### src/rtl/apr_pkg.sv
// Shared types and constants for the average predictor plane reconstruct unit.
package apr_pkg;

    localparam int PIX_W          = 8;
    localparam int PW_W           = 12;
    localparam int PH_W           = 13;
    localparam int CFG_IDX_W      = 2;
    localparam int CFG_DATA_W     = 13;
    localparam int DEF_MAX_WIDTH  = 2048;
    localparam int DEF_MAX_HEIGHT = 4096;
    localparam int RESET_WIDTH    = 2048;
    localparam int RESET_HEIGHT   = 1;

    localparam logic [CFG_IDX_W-1:0] REG_PLANE_WIDTH  = CFG_IDX_W'(0);
    localparam logic [CFG_IDX_W-1:0] REG_PLANE_HEIGHT = CFG_IDX_W'(1);

    typedef struct packed {
        logic                  wr;
        logic [CFG_IDX_W-1:0]  idx;
        logic [CFG_DATA_W-1:0] data;
    } cfg_req_t;

    typedef struct packed {
        logic first_row;
        logic first_col;
        logic last;
    } pos_flags_t;

endpackage

### src/rtl/apr_position.sv
// Plane size registers and raster position counters.
module apr_position
    import apr_pkg::*;
#(
    parameter int MAX_WIDTH  = DEF_MAX_WIDTH,
    parameter int MAX_HEIGHT = DEF_MAX_HEIGHT
)
(
    input  logic                          clk,
    input  logic                          rst_n,
    input  cfg_req_t                      cfg,
    input  logic                          advance,
    output logic [$clog2(MAX_WIDTH)-1:0]  col,
    output pos_flags_t                    flags,
    output logic                          restart
);

    localparam int CW    = $clog2(MAX_WIDTH);
    localparam int RW    = $clog2(MAX_HEIGHT);
    localparam int WW    = $clog2(MAX_WIDTH + 1);
    localparam int HW    = $clog2(MAX_HEIGHT + 1);
    localparam int RST_W = (RESET_WIDTH > MAX_WIDTH) ? MAX_WIDTH : RESET_WIDTH;
    localparam int RST_H = (RESET_HEIGHT > MAX_HEIGHT) ? MAX_HEIGHT : RESET_HEIGHT;

    logic [WW-1:0] eff_w_reg;
    logic [WW-1:0] eff_w_next;
    logic [HW-1:0] eff_h_reg;
    logic [HW-1:0] eff_h_next;
    logic [CW-1:0] col_reg;
    logic [CW-1:0] col_next;
    logic [RW-1:0] row_reg;
    logic [RW-1:0] row_next;
    logic [PW_W-1:0] raw_w;
    logic [PH_W-1:0] raw_h;
    logic          row_end;
    logic          plane_end;

    assign raw_w   = cfg.data[PW_W-1:0];
    assign raw_h   = cfg.data[PH_W-1:0];
    assign restart = cfg.wr && (cfg.idx == REG_PLANE_WIDTH || cfg.idx == REG_PLANE_HEIGHT);

    assign row_end   = (WW'(col_reg) + WW'(1)) >= eff_w_reg;
    assign plane_end = (HW'(row_reg) + HW'(1)) >= eff_h_reg;

    always_comb
    begin
        eff_w_next = eff_w_reg;
        eff_h_next = eff_h_reg;
        if (cfg.wr && cfg.idx == REG_PLANE_WIDTH)
        begin
            priority if (raw_w == '0)
            begin
                eff_w_next = WW'(1);
            end
            else if (32'(raw_w) > 32'(MAX_WIDTH))
            begin
                eff_w_next = WW'(MAX_WIDTH);
            end
            else
            begin
                eff_w_next = WW'(raw_w);
            end
        end
        if (cfg.wr && cfg.idx == REG_PLANE_HEIGHT)
        begin
            priority if (raw_h == '0)
            begin
                eff_h_next = HW'(1);
            end
            else if (32'(raw_h) > 32'(MAX_HEIGHT))
            begin
                eff_h_next = HW'(MAX_HEIGHT);
            end
            else
            begin
                eff_h_next = HW'(raw_h);
            end
        end
    end

    always_comb
    begin
        col_next = col_reg;
        row_next = row_reg;
        priority if (restart)
        begin
            col_next = '0;
            row_next = '0;
        end
        else if (advance)
        begin
            if (row_end)
            begin
                col_next = '0;
                row_next = plane_end ? '0 : row_reg + RW'(1);
            end
            else
            begin
                col_next = col_reg + CW'(1);
            end
        end
    end

    always_ff @(posedge clk or negedge rst_n)
    begin
        if (!rst_n)
        begin
            eff_w_reg <= WW'(RST_W);
            eff_h_reg <= HW'(RST_H);
            col_reg   <= '0;
            row_reg   <= '0;
        end
        else
        begin
            eff_w_reg <= eff_w_next;
            eff_h_reg <= eff_h_next;
            col_reg   <= col_next;
            row_reg   <= row_next;
        end
    end

    assign col             = col_reg;
    assign flags.first_row = (row_reg == '0);
    assign flags.first_col = (col_reg == '0);
    assign flags.last      = row_end && plane_end;

endmodule

### config.mk
export PLATFORM = sky130hd
export DESIGN_NAME = apr_position
export DESIGN_NICKNAME = d
export VERILOG_FILES = /design/src/rtl/apr_pkg.sv /design/src/rtl/apr_position.sv
export SDC_FILE = /design/constraint.sdc
export NUM_CORES = 1
export LEC_CHECK = 0
export BUFFER_PORTS_ARGS = -buffer_cell sky130_fd_sc_hd__buf_4
export CAP_MARGIN = 15
export CORE_ASPECT_RATIO = 0.8
export CORE_UTILIZATION = 55
export CTS_CLUSTER_DIAMETER = 120
export DETAILED_ROUTE_END_ITERATION = 10
export GPL_ROUTABILITY_DRIVEN = 0
export PLACE_DENSITY_LB_ADDON = 0.1
export SLEW_MARGIN = 20
export SYNTH_ARGS = -nofsm -noshare
export SYNTH_HDL_FRONTEND = slang
export SYNTH_SLANG_ARGS = --single-unit
### constraint.sdc
create_clock -name clk -period 4.3 [get_ports clk]
set_clock_uncertainty 0.15 [all_clocks]
set_input_delay 0.86 -clock clk [delete_from_list [all_inputs] [get_ports clk]]
set_output_delay 0.86 -clock clk [all_outputs]
set_load 0.1 [all_outputs]
==> flow_metrics.env <==
export IMPL_r2r_slack_ns=0.91
export IMPL_syn_to_final_growth_pct=13.4
export IMPL_antenna_found_initial=0
export IMPL_globalRoute_totalOverflow=0
export IMPL_min_period_ns=4.09
export IMPL_cts_inserted_buffers=5
export IMPL_p_leak_uw=0.00172
export IMPL_relSlewSlack=0.544
export IMPL_synth_top_family_by_area="simple AND/OR/NAND/NOR gates"
export IMPL_crit_chain="and2_1 > and4_2 > nand3_1 > xnor2_1 > ha_1 > nand4_1 > or3_1 > a31oi_1 > nor3_2 > nor2_2 > buf_6"
export IMPL_wire_per_inst_um=15.3
export IMPL_post_synth_xor_area_fraction=0.0528
export IMPL_yosysWarnings=0
export IMPL_clk_pin_slew_ns=0.09
export IMPL_fin_util=0.650
export IMPL_path_max_fanout=7
export IMPL_chipWidth_um=86.6
export IMPL_fmax_mhz=245
export IMPL_cts_setup_buffers=0
export IMPL_ys_seq_area_frac=0.382
export IMPL_crit_start="row_reg[3]$_DFFE_PN0P_"
export IMPL_grt_pass1_vias=2396
export IMPL_fillers=490
export IMPL_cp_num_buf_inv=1
export IMPL_synth_common_cells="dfrtp_1 (46), inv_1 (39), ha_1 (30)"
export IMPL_status="completed"
export IMPL_ys_async_sr_fraction=1.00
export IMPL_start_kind="flop"
export IMPL_critPathRequiredTime_ns=3.29
export IMPL_n_antenna_cell=0
export IMPL_dr_pass1_iters=4
export IMPL_period_share=0.950
export IMPL_synth_mux_area_frac=0.00715
export IMPL_final_cell_count_no_fill=448
export IMPL_drive_gt1_frac=0.184
export IMPL_cp_slowest_cell="dfrtp_1"
export IMPL_synth_top_cell_area_share=0.365
export IMPL_syn_nets=391
export IMPL_netlist_instances=342
export IMPL_root_buffer="clkbuf_8"
export IMPL_synthTopCellsByArea="dfrtp_1 (37%), ha_1 (12%), inv_1 (4.6%)"
export IMPL_dp_cells=440
export IMPL_r2r_start="col[1]$_DFFE_PN0P_"
export IMPL_via_per_inst=5.66
export IMPL_h_tree_depth=2
export IMPL_io_pins=34
export IMPL_synth_avg_cell_area_um2=9.21
export IMPL_drt_wl_total_um=6870
export IMPL_vias=2535
export IMPL_synth_most_common_cell="dfrtp_1"
export IMPL_synth_compound_area_share=0.172
export IMPL_largest_reg_flops=13
export IMPL_netlist_area_um2=3150
export IMPL_vdd_drop_max_mv=0.164
export IMPL_endpoint="flags[0]"
export IMPL_cts_sinks=48
export IMPL_core_area_um2=5500
export IMPL_synth_seq_cells=48
export IMPL_hold_path_class="flop to flop"
export IMPL_cp_slowest_stage_delay_ns=0.42
export IMPL_arrival_ns=3.08
export IMPL_r2r_end="row_reg[1]$_DFFE_PN0P_"
export IMPL_synth_edff_count=0
export IMPL_io_buffers=33
export IMPL_tightest_slew_ns=0.683
export IMPL_start_util=0.573
export IMPL_rows=24
export IMPL_synth_simple_area_share=0.195
export IMPL_drtIter0Drc=167
export IMPL_grt_max_degree=49
export IMPL_synth_adder_area_share=0.122
export IMPL_crit_family="simple AND/OR/NAND/NOR gates"
export IMPL_hold_viol=0
export IMPL_synth_ff_type="dfrtp_1"
export IMPL_ant_nets=0
export IMPL_die_area_um2=6040
export IMPL_grt_use_total=0.258
export IMPL_maxSlewViolCount=0
export IMPL_final_nets=418
export IMPL_cp_end_kind="output pin"
export IMPL_drc=0
export IMPL_die_y_um=69.7
export IMPL_cts_tree="built"
export IMPL_cp_depth=11
export IMPL_grt_pass1_wl_um=12100
export IMPL_p_per_area_nw_per_um2=399
export IMPL_clk_latency_ns=0.31
export IMPL_worst_setup_path_type="flop to output pin"
export IMPL_synth_top_area_cell="dfrtp_1"
export IMPL_rsz0062_at_grt="false"
export IMPL_worstRegToRegCells=10
export IMPL_clockBufferDepth=2
export IMPL_setup_violations=0
export IMPL_yosysUniqueCellTypes=50
export IMPL_finalHoldWorstSlack_ns=0.336
export IMPL_max_cap_viol_count=0
export IMPL_hpwlAfterDp_um=5210
[worst min-delay path, stage by stage, from the launching register on]
cell and delay [ns]:
dfrtp_1 0.35, nand2_1 0.04, o21ai_0 0.06
[power breakdown]
part	internal [uW]	total [uW]	switching (uW)
Combinational	169	541	372
Sequential	503	553	49.4
Clock	172	334	162
Total	844	1430	583
[kinds of logic after synthesis]
logic type	after synthesis
AO/OA/AOI/OAI	77
adder cells (fa/ha/maj)	31
XOR/XNOR	19
buffers and inverters	54
AND/OR/NAND/NOR	111
flip-flops	48
multiplexers	2
[cells in the final DEF, fill, tap and decap left out, types with 6 or more instances in the layout]
| cell type | count |
|---|---|
| nand3_1 | 14 |
| xnor2_1 | 12 |
| inv_1 | 39 |
| a22o_1 | 15 |
| nand2_1 | 24 |
| a32o_1 | 6 |
| buf_4 | 33 |
| ha_1 | 30 |
| nor2_1 | 10 |
| nand2b_1 | 15 |
| o21ai_0 | 28 |
| nor4_1 | 7 |
| nand4_1 | 12 |
| xor2_1 | 7 |
| a21oi_1 | 8 |
| dfrtp_1 | 44 |
| and3_1 | 7 |
[layer usage]
metal	vias to the layer above	share of wire	wire, um	GRT usage
li1	1268	-	-	-
met1	1194	0.53	3610	0.425
met2	68	0.41	2800	0.352
met3	5	0.064	438	0.0429
met4	0	0.0039	27	0.0481
met5	-	0	0	0
[metrics by stage]
| step | setup slack [ns] | total power (uW) | area (um^2) | setup TNS (ns) |
|---|---|---|---|---|
| 2_1_floorplan | -0.407 | 964 | 3160 | -0.407 |
| 3_3_place_gp | 0.323 | 1090 | 3440 | 0 |
| 3_5_place_dp | 0.269 | 1100 | 3440 | 0 |
| 4_1_cts | 0.0893 | 1430 | 3560 | 0 |
| 5_1_grt | 0.00265 | 1520 | 3570 | 0 |
| 6_report | 0.215 | 1430 | 3570 | 0 |
[area by class of cell]
cell class                 count  area (um^2)  area share
clock buffer                   5         68.8      0.0193
clock inverter                 3         42.5      0.0119
inverter                      40          150      0.0420
multi-input combinational    240         1750       0.489
sequential                    48         1210       0.338
tap                           78         97.6      0.0273
timing repair buffer          34          259      0.0725
[repair_timing]
action	4_1_cts	5_1_grt
setup endpoints to repair	1	1
hold buffers	0	0
resized for setup	1	5
[how the worst min path moves through the flow]
stage	start	end	slack, ns	cells past startpoint
CTS	eff_w_reg[2]$_DFFE_PN0P_	eff_w_reg[2]$_DFFE_PN0P_	0.34	2
global route	eff_w_reg[9]$_DFFE_PN0P_	eff_w_reg[9]$_DFFE_PN0P_	0.37	2
detailed placement	eff_w_reg[2]$_DFFE_PN0P_	eff_w_reg[2]$_DFFE_PN0P_	0.32	2
global placement	eff_w_reg[10]$_DFFE_PN0P_	eff_w_reg[10]$_DFFE_PN0P_	0.31	2
floorplan	eff_h_reg[11]$_DFFE_PN0P_	eff_h_reg[11]$_DFFE_PN0P_	0.30	2
finish	eff_w_reg[1]$_DFFE_PN0P_	eff_w_reg[1]$_DFFE_PN0P_	0.34	2
No activity file was read; power rests on OpenSTA's default activity.
